File: config.mk
export PLATFORM = sky130hd
export DESIGN_NAME = display_serial_frame_parser_top_flat
export DESIGN_NICKNAME = d
export VERILOG_FILES = /design/src/dsfp_pkg.sv /design/src/dsfp_if.sv /design/src/dsfp_cfg_regs.sv /design/src/dsfp_parser.sv /design/src/display_serial_frame_parser_top.sv /design/src/flat_wrapper.sv
export SDC_FILE = /design/constraint.sdc
export NUM_CORES = 1
export LEC_CHECK = 0
export BUFFER_PORTS_ARGS = -buffer_cell sky130_fd_sc_hd__buf_4
export CORE_MARGIN = 5
export CORE_UTILIZATION = 62
export CTS_BUF_LIST = sky130_fd_sc_hd__clkbuf_8 sky130_fd_sc_hd__clkbuf_16
export DETAILED_ROUTE_END_ITERATION = 6
export GPL_TIMING_DRIVEN = 0
export HOLD_SLACK_MARGIN = 0.08
export PLACE_DENSITY = 0.85
export SLEW_MARGIN = 20
export SYNTH_ARGS = -nofsm -noshare
export SYNTH_HDL_FRONTEND = slang
export SYNTH_HIERARCHICAL = 1
export SYNTH_SLANG_ARGS = --single-unit
File: constraint.sdc
create_clock -name clk -period 5.9 [get_ports clk]
set_input_delay 0 -clock clk [delete_from_list [all_inputs] [get_ports clk]]
set_output_delay 0 -clock clk [all_outputs]
set_load 0.02 [all_outputs]
File: src/dsfp_pkg.sv
// Package for the display serial frame parser.
// Holds frame constants, state encoding, config register codes and shared structs.
// No dependencies.
package dsfp_pkg;

    localparam int MaxPayload = 64;
    localparam int CountW     = $clog2(MaxPayload + 1);
    localparam int CmpW       = (CountW > 8) ? CountW : 8;
    localparam int IndexW     = 6;
    localparam int CfgIdxW    = 1;

    localparam logic [7:0] HeaderFirstRst  = 8'h5A;
    localparam logic [7:0] HeaderSecondRst = 8'hA5;
    localparam logic [7:0] CmdWriteAck     = 8'h82;
    localparam logic [7:0] CmdRead         = 8'h83;
    localparam logic [7:0] LenOverhead     = 8'd4;

    typedef enum logic [CfgIdxW-1:0] {
        REG_HEADER_FIRST  = 1'b0,
        REG_HEADER_SECOND = 1'b1
    } cfg_reg_t;

    typedef enum logic [7:0] {
        ST_HEAD1   = 8'b0000_0001,
        ST_HEAD2   = 8'b0000_0010,
        ST_LENGTH  = 8'b0000_0100,
        ST_COMMAND = 8'b0000_1000,
        ST_ADDR_HI = 8'b0001_0000,
        ST_ADDR_LO = 8'b0010_0000,
        ST_COUNT   = 8'b0100_0000,
        ST_PAYLOAD = 8'b1000_0000
    } parse_state_t;

    typedef struct packed {
        logic [7:0] header_first;
        logic [7:0] header_second;
    } hdr_cfg_t;

    typedef struct packed {
        logic [15:0]       var_address;
        logic [7:0]        word_count;
        logic [IndexW-1:0] byte_index;
        logic [7:0]        payload_byte;
        logic              frame_end;
    } result_t;

endpackage

File: src/dsfp_if.sv
// Channel interfaces for the display serial frame parser.
// Depends on dsfp_pkg for field widths.
interface dsfp_rx_if;
    logic       valid;
    logic       ready;
    logic [7:0] rx_byte;

    modport source (output valid, output rx_byte, input ready);
    modport sink (input valid, input rx_byte, output ready);
endinterface

interface dsfp_result_if;
    logic                          valid;
    logic                          ready;
    logic [15:0]                   var_address;
    logic [7:0]                    word_count;
    logic [dsfp_pkg::IndexW-1:0]   byte_index;
    logic [7:0]                    payload_byte;
    logic                          frame_end;

    modport source (output valid, output var_address, output word_count,
                    output byte_index, output payload_byte, output frame_end,
                    input ready);
    modport sink (input valid, input var_address, input word_count,
                  input byte_index, input payload_byte, input frame_end,
                  output ready);
endinterface

interface dsfp_cfg_if;
    logic                         valid;
    logic                         ready;
    logic [dsfp_pkg::CfgIdxW-1:0] index;
    logic [7:0]                   data;

    modport source (output valid, output index, output data, input ready);
    modport sink (input valid, input index, input data, output ready);
endinterface

File: src/dsfp_cfg_regs.sv
// Configuration registers: header match bytes.
// Depends on dsfp_pkg and dsfp_cfg_if.
module dsfp_cfg_regs (
    input  logic              clk,
    input  logic              rst_n,
    dsfp_cfg_if.sink          cfg,
    output dsfp_pkg::hdr_cfg_t hdr_cfg
);

    dsfp_pkg::hdr_cfg_t hdr_reg;

    assign cfg.ready = 1'b1;
    assign hdr_cfg   = hdr_reg;

    always_ff @(posedge clk or negedge rst_n)
    begin
        if (!rst_n)
        begin
            hdr_reg.header_first  <= dsfp_pkg::HeaderFirstRst;
            hdr_reg.header_second <= dsfp_pkg::HeaderSecondRst;
        end
        else if (cfg.valid)
        begin
            unique case (dsfp_pkg::cfg_reg_t'(cfg.index))
                dsfp_pkg::REG_HEADER_FIRST:  hdr_reg.header_first  <= cfg.data;
                dsfp_pkg::REG_HEADER_SECOND: hdr_reg.header_second <= cfg.data;
                default: ;
            endcase
        end
    end

endmodule

File: src/dsfp_parser.sv
// Frame parser state machine: header match, length, command, address, then count and payload for reads.
// Produces at most one result per byte. Depends on dsfp_pkg.
module dsfp_parser (
    input  logic               clk,
    input  logic               rst_n,
    input  logic               step,
    input  logic [7:0]         rx_byte,
    input  dsfp_pkg::hdr_cfg_t hdr_cfg,
    output logic               res_valid,
    output dsfp_pkg::result_t  res
);

    dsfp_pkg::parse_state_t state_reg, state_next;
    logic                          is_read_reg, is_read_next;
    logic [dsfp_pkg::CountW-1:0]   count_reg, count_next;
    logic [7:0]                    remain_reg, remain_next;
    logic [15:0]                   addr_reg, addr_next;
    logic [7:0]                    wcount_reg, wcount_next;

    logic [dsfp_pkg::CountW-1:0]   count_inc;
    logic [dsfp_pkg::CmpW-1:0]     count_inc_ext;
    logic [dsfp_pkg::CmpW-1:0]     count_ext;
    logic                          last;

    assign count_inc     = count_reg + 1'b1;
    assign count_inc_ext = dsfp_pkg::CmpW'(count_inc);
    assign count_ext     = dsfp_pkg::CmpW'(count_reg);
    assign last = (count_inc_ext >= dsfp_pkg::CmpW'(remain_reg)) ||
                  (count_inc_ext >= dsfp_pkg::CmpW'(dsfp_pkg::MaxPayload));

    always_comb
    begin
        state_next  = state_reg;
        is_read_next = is_read_reg;
        count_next  = count_reg;
        remain_next = remain_reg;
        addr_next   = addr_reg;
        wcount_next = wcount_reg;
        res_valid   = 1'b0;

        res.var_address  = addr_reg;
        res.word_count   = wcount_reg;
        res.byte_index   = count_ext[dsfp_pkg::IndexW-1:0];
        res.payload_byte = rx_byte;
        res.frame_end    = last;

        unique case (state_reg)
            dsfp_pkg::ST_HEAD2:
                state_next = (rx_byte == hdr_cfg.header_second) ?
                             dsfp_pkg::ST_LENGTH : dsfp_pkg::ST_HEAD1;
            dsfp_pkg::ST_LENGTH:
            begin
                remain_next = rx_byte;
                state_next  = dsfp_pkg::ST_COMMAND;
            end
            dsfp_pkg::ST_COMMAND:
            begin
                if (rx_byte == dsfp_pkg::CmdWriteAck || rx_byte == dsfp_pkg::CmdRead)
                begin
                    is_read_next = (rx_byte == dsfp_pkg::CmdRead);
                    state_next   = dsfp_pkg::ST_ADDR_HI;
                end
                else
                begin
                    state_next = dsfp_pkg::ST_HEAD1;
                end
            end
            dsfp_pkg::ST_ADDR_HI:
            begin
                addr_next  = {8'h00, rx_byte};
                state_next = dsfp_pkg::ST_ADDR_LO;
            end
            dsfp_pkg::ST_ADDR_LO:
            begin
                addr_next  = {addr_reg[7:0], rx_byte};
                state_next = is_read_reg ? dsfp_pkg::ST_COUNT : dsfp_pkg::ST_HEAD1;
            end
            dsfp_pkg::ST_COUNT:
            begin
                wcount_next = rx_byte;
                remain_next = remain_reg - dsfp_pkg::LenOverhead;
                count_next  = '0;
                state_next  = dsfp_pkg::ST_PAYLOAD;
            end
            dsfp_pkg::ST_PAYLOAD:
            begin
                res_valid  = 1'b1;
                count_next = count_inc;
                if (last)
                    state_next = dsfp_pkg::ST_HEAD1;
            end
            default:
                state_next = (rx_byte == hdr_cfg.header_first) ?
                             dsfp_pkg::ST_HEAD2 : dsfp_pkg::ST_HEAD1;
        endcase
    end

    always_ff @(posedge clk or negedge rst_n)
    begin
        if (!rst_n)
        begin
            state_reg   <= dsfp_pkg::ST_HEAD1;
            is_read_reg <= 1'b0;
            count_reg   <= '0;
        end
        else if (step)
        begin
            state_reg   <= state_next;
            is_read_reg <= is_read_next;
            count_reg   <= count_next;
        end
    end

    always_ff @(posedge clk)
    begin
        if (step)
        begin
            remain_reg <= remain_next;
            addr_reg   <= addr_next;
            wcount_reg <= wcount_next;
        end
    end

    // payload index never reaches the frame limit
    a_count_bound: assert property (@(posedge clk) disable iff (!rst_n)
        state_reg == dsfp_pkg::ST_PAYLOAD |->
            count_ext < dsfp_pkg::CmpW'(dsfp_pkg::MaxPayload))
        else $error("payload index past limit");

    a_end_to_idle: assert property (@(posedge clk) disable iff (!rst_n)
        step && res_valid && res.frame_end |=> state_reg == dsfp_pkg::ST_HEAD1)
        else $error("parser did not return to idle after last byte");

    a_count_start: assert property (@(posedge clk) disable iff (!rst_n)
        step && state_reg == dsfp_pkg::ST_COUNT |=>
            state_reg == dsfp_pkg::ST_PAYLOAD && count_reg == '0)
        else $error("payload did not start at index zero");

endmodule

File: src/display_serial_frame_parser_top.sv
// Display serial frame parser, top level.
// Throughput 1 byte per cycle while the output register is empty or being drained.
// Input register feeds the parser state machine, whose result lands in an output register.
// The parser and output register advance when the output register is empty or being drained;
// the input register also takes a new byte whenever it is empty.
// Reset (rst_n, async low): idle, headers 0x5A/0xA5, both stages empty.
module display_serial_frame_parser_top (
    input  logic       clk,
    input  logic       rst_n,
    dsfp_rx_if.sink     rx,
    dsfp_result_if.source result,
    dsfp_cfg_if.sink    cfg
);

    logic               in_valid_reg;
    logic [7:0]         in_byte_reg;
    logic               out_valid_reg;
    dsfp_pkg::result_t  out_data_reg;

    dsfp_pkg::hdr_cfg_t hdr_cfg;
    logic               res_valid;
    dsfp_pkg::result_t  res;
    logic               out_free;
    logic               advance;
    logic               rx_take;

    assign out_free = !out_valid_reg || result.ready;
    assign advance  = in_valid_reg && out_free;
    assign rx.ready = !in_valid_reg || advance;
    assign rx_take  = rx.valid && rx.ready;

    dsfp_cfg_regs u_cfg_regs (
        .clk     (clk),
        .rst_n   (rst_n),
        .cfg     (cfg),
        .hdr_cfg (hdr_cfg)
    );

    dsfp_parser u_parser (
        .clk       (clk),
        .rst_n     (rst_n),
        .step      (advance),
        .rx_byte   (in_byte_reg),
        .hdr_cfg   (hdr_cfg),
        .res_valid (res_valid),
        .res       (res)
    );

    always_ff @(posedge clk or negedge rst_n)
    begin
        if (!rst_n)
        begin
            in_valid_reg  <= 1'b0;
            out_valid_reg <= 1'b0;
        end
        else
        begin
            if (rx_take)
                in_valid_reg <= 1'b1;
            else if (advance)
                in_valid_reg <= 1'b0;
            if (out_free)
                out_valid_reg <= advance && res_valid;
        end
    end

    always_ff @(posedge clk)
    begin
        if (rx_take)
            in_byte_reg <= rx.rx_byte;
        if (out_free && advance && res_valid)
            out_data_reg <= res;
    end

    assign result.valid        = out_valid_reg;
    assign result.var_address  = out_data_reg.var_address;
    assign result.word_count   = out_data_reg.word_count;
    assign result.byte_index   = out_data_reg.byte_index;
    assign result.payload_byte = out_data_reg.payload_byte;
    assign result.frame_end    = out_data_reg.frame_end;

    a_rx_lands: assert property (@(posedge clk) disable iff (!rst_n)
        rx_take |=> in_valid_reg)
        else $error("rx transaction lost at input register");

    a_no_overwrite: assert property (@(posedge clk) disable iff (!rst_n)
        out_valid_reg && !result.ready |=> out_valid_reg)
        else $error("pending result dropped");

    a_stall_holds_input: assert property (@(posedge clk) disable iff (!rst_n)
        in_valid_reg && !out_free |=> in_valid_reg && $stable(in_byte_reg))
        else $error("input register changed while stalled");

endmodule
File: src/flat_wrapper.sv
// flat-port wrapper written by rule: the top's interface ports become plain ports
module display_serial_frame_parser_top_flat 
  (clk, rst_n, rx_valid, rx_rx_byte, rx_ready, result_valid, result_var_address, result_word_count, result_byte_index, result_payload_byte, result_frame_end, result_ready, cfg_valid, cfg_index, cfg_data, cfg_ready);
  dsfp_rx_if rx_i ();
  dsfp_result_if result_i ();
  dsfp_cfg_if cfg_i ();
  input  logic clk;
  input  logic rst_n;
  input wire logic [$bits(rx_i.valid)-1:0] rx_valid;
  input wire logic [$bits(rx_i.rx_byte)-1:0] rx_rx_byte;
  output wire logic [$bits(rx_i.ready)-1:0] rx_ready;
  output wire logic [$bits(result_i.valid)-1:0] result_valid;
  output wire logic [$bits(result_i.var_address)-1:0] result_var_address;
  output wire logic [$bits(result_i.word_count)-1:0] result_word_count;
  output wire logic [$bits(result_i.byte_index)-1:0] result_byte_index;
  output wire logic [$bits(result_i.payload_byte)-1:0] result_payload_byte;
  output wire logic [$bits(result_i.frame_end)-1:0] result_frame_end;
  input wire logic [$bits(result_i.ready)-1:0] result_ready;
  input wire logic [$bits(cfg_i.valid)-1:0] cfg_valid;
  input wire logic [$bits(cfg_i.index)-1:0] cfg_index;
  input wire logic [$bits(cfg_i.data)-1:0] cfg_data;
  output wire logic [$bits(cfg_i.ready)-1:0] cfg_ready;
  assign rx_i.valid = rx_valid;
  assign rx_i.rx_byte = rx_rx_byte;
  assign rx_ready = rx_i.ready;
  assign result_valid = result_i.valid;
  assign result_var_address = result_i.var_address;
  assign result_word_count = result_i.word_count;
  assign result_byte_index = result_i.byte_index;
  assign result_payload_byte = result_i.payload_byte;
  assign result_frame_end = result_i.frame_end;
  assign result_i.ready = result_ready;
  assign cfg_i.valid = cfg_valid;
  assign cfg_i.index = cfg_index;
  assign cfg_i.data = cfg_data;
  assign cfg_ready = cfg_i.ready;
  display_serial_frame_parser_top u_core (.clk(clk), .rst_n(rst_n), .rx(rx_i), .result(result_i), .cfg(cfg_i));
endmodule
==> impl_metrics.toml <==
[outcome]
status = "finished, final reports clean"

[yosys]
synth_cell_types = 47
synth_area_mm2 = 0.00482
yosysWarningCount = 6
syn-instance-count = 321
postSynthRegisterBits = 113
synth_edf_count = 79
async_flop_share_pct = 30.1
synth.largest_area_cell = "sky130_fd_sc_hd__edfxtp_1"
synth_ff_type = "sky130_fd_sc_hd__edfxtp_1"
syn-mean-instance-area_um2 = 15.0
synth.yosys.seq_area_share_pct = 67.1
mappedNetlistNets = 352
netlist.area_leader.share_pct = 49.2
synth_top_cells_by_area = "sky130_fd_sc_hd__edfxtp_1 (49%), sky130_fd_sc_hd__dfrtp_1 (13%), sky130_fd_sc_hd__dfstp_2 (4.9%), sky130_fd_sc_hd__xor2_1 (3.8%), sky130_fd_sc_hd__mux2_4 (2.8%)"

[drt]
ant_nets = 0
remaining_drc_errors = 0
dr_total_vias = 3167
drt-wirelength-per-cell_um = 20.1
finalWirelength_um = 11000
routed_via_density = 5.76
dr.first_iter.drc_count = 252
detailedRoute.firstPassIterationCount = 5

[power]
switching_share_pct = 22.5
leakagePower_uw = 0.00257
power_frac_seq_pct = 44.9
power_density_mw_per_mm2 = 315
clock_group_share_of_total_power_pct = 49.4
netSwitchingPower_uw = 451
vdd_drop_max_mv = 0.251
total_power_uw = 2010
pwr-share-comb_pct = 5.7
power.internal_uw = 1550

[clock_network]
clock_latency_ns = 0.50
numClockSinks = 113
ctsLongestPathBuffers = 2
clk_pin_slew_ns = 0.06
cts.root.buffer_cell = "sky130_fd_sc_hd__clkbuf_8"
tritoncts.num_buffers = 17
tritoncts = "built"
post_cts.repair.setup_buffers = 0
cts.htree.levels = 4

[critical_path]
critical_path.cell_chain = "ha_1, nand3_1, o21a_1, or2_2, ha_1, and4b_1, and2_1, a32oi_2, and2_4, mux2_4"
critical_path.top_delay_family = "simple AND/OR/NAND/NOR gates"
worst-endpoint-required_ns = 6.28
critical_path_max_stage_delay_ns = 0.48
timing.critical_path.slowest_stage_cell = "sky130_fd_sc_hd__dfrtp_1"
setup.worst_path.end_class = "register"
most_frequent_cp_cell = "sky130_fd_sc_hd__ha_1"
path_max_fanout = 7
criticalPathCategory = "register to register"
critical_path_arrival_ns = 3.64
cp_startpoint_kind = "register"
cp.buffers_inverters = 0

[global_routing]
grt_pass1_vias = 3297
met2_usage_pct = 44.2
grt_start_max_net_pins = 32
grt-busiest-layer = "met2"
groute.layer.met1.usage_pct = 28.1
grt_pass1_wl_um = 17800
grt.overflow.total = 0
grt.total_usage_pct = 24.1
antenna_violations_before_repair = 0
grt_util_met3_pct = 4.43

[layout]
final_nets = 466
drive_above_1_share_pct = 35.0
layout_common_cells = "sky130_fd_sc_hd__edfxtp_1 (79), sky130_fd_sc_hd__buf_4 (78), sky130_fd_sc_hd__dlygate4sd3_1 (31), sky130_fd_sc_hd__dfrtp_1 (25), sky130_fd_sc_hd__xor2_1 (21)"
num_antenna_cells = 0
area_growth_syn_to_layout_pct = 31.9
layout_commonest_cell = "sky130_fd_sc_hd__edfxtp_1"

[die]
core_outline_area_mm2 = 0.00765
design.portCount = 64
start_util_pct = 63.1
std_cell_rows = 32
die_w_um = 98.2
die_h_um = 98.2
die-area_mm2 = 0.00964

[placement]
io_buffer_count = 62
finalWeightedCongestion = 0.836
place.detailed.hpwl_um = 6200
detailedPlace.worstSlack_ns = 2.76

[timing]
setup_slack_ns = 2.65
timing.setup.tns_ns = 0
layout_min_cycle_time_ns = 3.25
report.final.setup_viol = 0
timing.clock.skew_ns = 0.00949
max_clock_freq_mhz = 307
timing_max_transition_violations_final = 0
grt_setup_unrepaired = "no"
relative_slew_slack_pct = 37.7
worstMarginPinSlew_ns = 0.924
finalCritPeriodShare_pct = 55.2
hold_violations = 0
fin_hold_ws_ns = 0.222

[hold_path]
min_path_type = "primary input to register"

[job]
maximum_capacitance_violations = 0
routing by layer:
layer	vias to the layer above	wire length, um
li1	1404	-
met5	-	0
met2	158	6040
met1	1584	4140
met3	21	601
met4	0	259
cell usage after synthesis, types with 3 or more instances:
master                     number
sky130_fd_sc_hd__and4b_1        3
sky130_fd_sc_hd__xnor2_1        6
sky130_fd_sc_hd__nor3_1         5
sky130_fd_sc_hd__and2_1        12
sky130_fd_sc_hd__nand3_1       13
sky130_fd_sc_hd__xor2_1        21
sky130_fd_sc_hd__dfrtp_1       25
sky130_fd_sc_hd__nand4_1        4
sky130_fd_sc_hd__o21ai_0       16
sky130_fd_sc_hd__inv_1         10
sky130_fd_sc_hd__edfxtp_1      79
sky130_fd_sc_hd__mux2_4         9
sky130_fd_sc_hd__dfstp_2        9
sky130_fd_sc_hd__buf_4         16
sky130_fd_sc_hd__nor4_4         3
sky130_fd_sc_hd__nand2b_1       4
sky130_fd_sc_hd__a32o_1         5
sky130_fd_sc_hd__nand2_1       14
sky130_fd_sc_hd__ha_1           9
sky130_fd_sc_hd__nor4_1         4
sky130_fd_sc_hd__mux2_2         8
sky130_fd_sc_hd__and3_1         4
sky130_fd_sc_hd__nor2_1         9
sky130_fd_sc_hd__and2_4         3
worst paths after layout:
kind	cells past startpoint	slack [ns]	endpoint	from
max in group asynchronous	4	5.09	u_core/u_cfg_regs/hdr_cfg[13]	rst_n
hold / removal	2	0.22	u_core/in_byte_reg[3]	rx_rx_byte[3]
min in group asynchronous	3	0.63	u_core/u_cfg_regs/hdr_cfg[5]	rst_n
setup reg to reg	10	2.65	u_core/u_parser/state_reg[1]	u_core/u_parser/count_reg[0]
hold reg to reg	0	0.41	u_core/result.word_count[5]	u_core/u_parser/wcount_reg[5]
setup / recovery	10	2.65	u_core/u_parser/state_reg[1]	u_core/u_parser/count_reg[0]
through the flow:
| stage | instance area (um^2) | utilization (%) | cells |
|---|---|---|---|
| after global routing | 6360 | 83.2 | 550 |
| final | 6360 | 83.2 | 550 |
| after CTS | 6360 | 83.2 | 550 |
| after floorplan | 4820 | - | 321 |
| after global placement | 5420 | 70.8 | 485 |
| after detailed placement | 5450 | 71.2 | 486 |
cell families after synthesis:
| kind of cell | synth area share (%) |
|---|---|
| flip-flops | 67.1 |
| AO/OA/AOI/OAI | 4.88 |
| other | 0.0778 |
| multiplexers | 4.90 |
| XOR/XNOR | 4.90 |
| AND/OR/NAND/NOR | 11.9 |
| buffers and inverters | 3.94 |
| adder cells (fa/ha/maj) | 2.34 |
power by group through the flow:
stage	clock network [uW]	registers [uW]	logic, uW
2_1_floorplan	0	904	56.1
3_3_place_gp	0	910	78.2
3_5_place_dp	0	912	81.4
4_1_cts	1000	898	109
5_1_grt	1040	901	122
6_report	991	900	115
worst register-to-register path, cell delays in order (launching register included):
cell and delay, ns:
sky130_fd_sc_hd__dfrtp_1 0.48, sky130_fd_sc_hd__ha_1 0.31, sky130_fd_sc_hd__nand3_1 0.17, sky130_fd_sc_hd__o21a_1 0.26, sky130_fd_sc_hd__or2_2 0.34, sky130_fd_sc_hd__ha_1 0.30
sky130_fd_sc_hd__and4b_1 0.23, sky130_fd_sc_hd__and2_1 0.17, sky130_fd_sc_hd__a32oi_2 0.33, sky130_fd_sc_hd__and2_4 0.25, sky130_fd_sc_hd__mux2_4 0.30
cell type report:
type	count	area [um^2]
fillers	358	1290
repair buffers	95	816
plain buffers	21	149
multi-input cells	176	1410
well taps	102	128
clock buffers	17	414
flip-flops and latches	113	3230
inverters	11	41.3
clock inverters	15	170
what timing repair did:
item / CTS / global route
endpoints found under the hold margin: 68 / 0
hold buffers: 32 / 0
gates resized for setup: 0 / 0
Note: power is estimated with default switching activity, not from simulation.
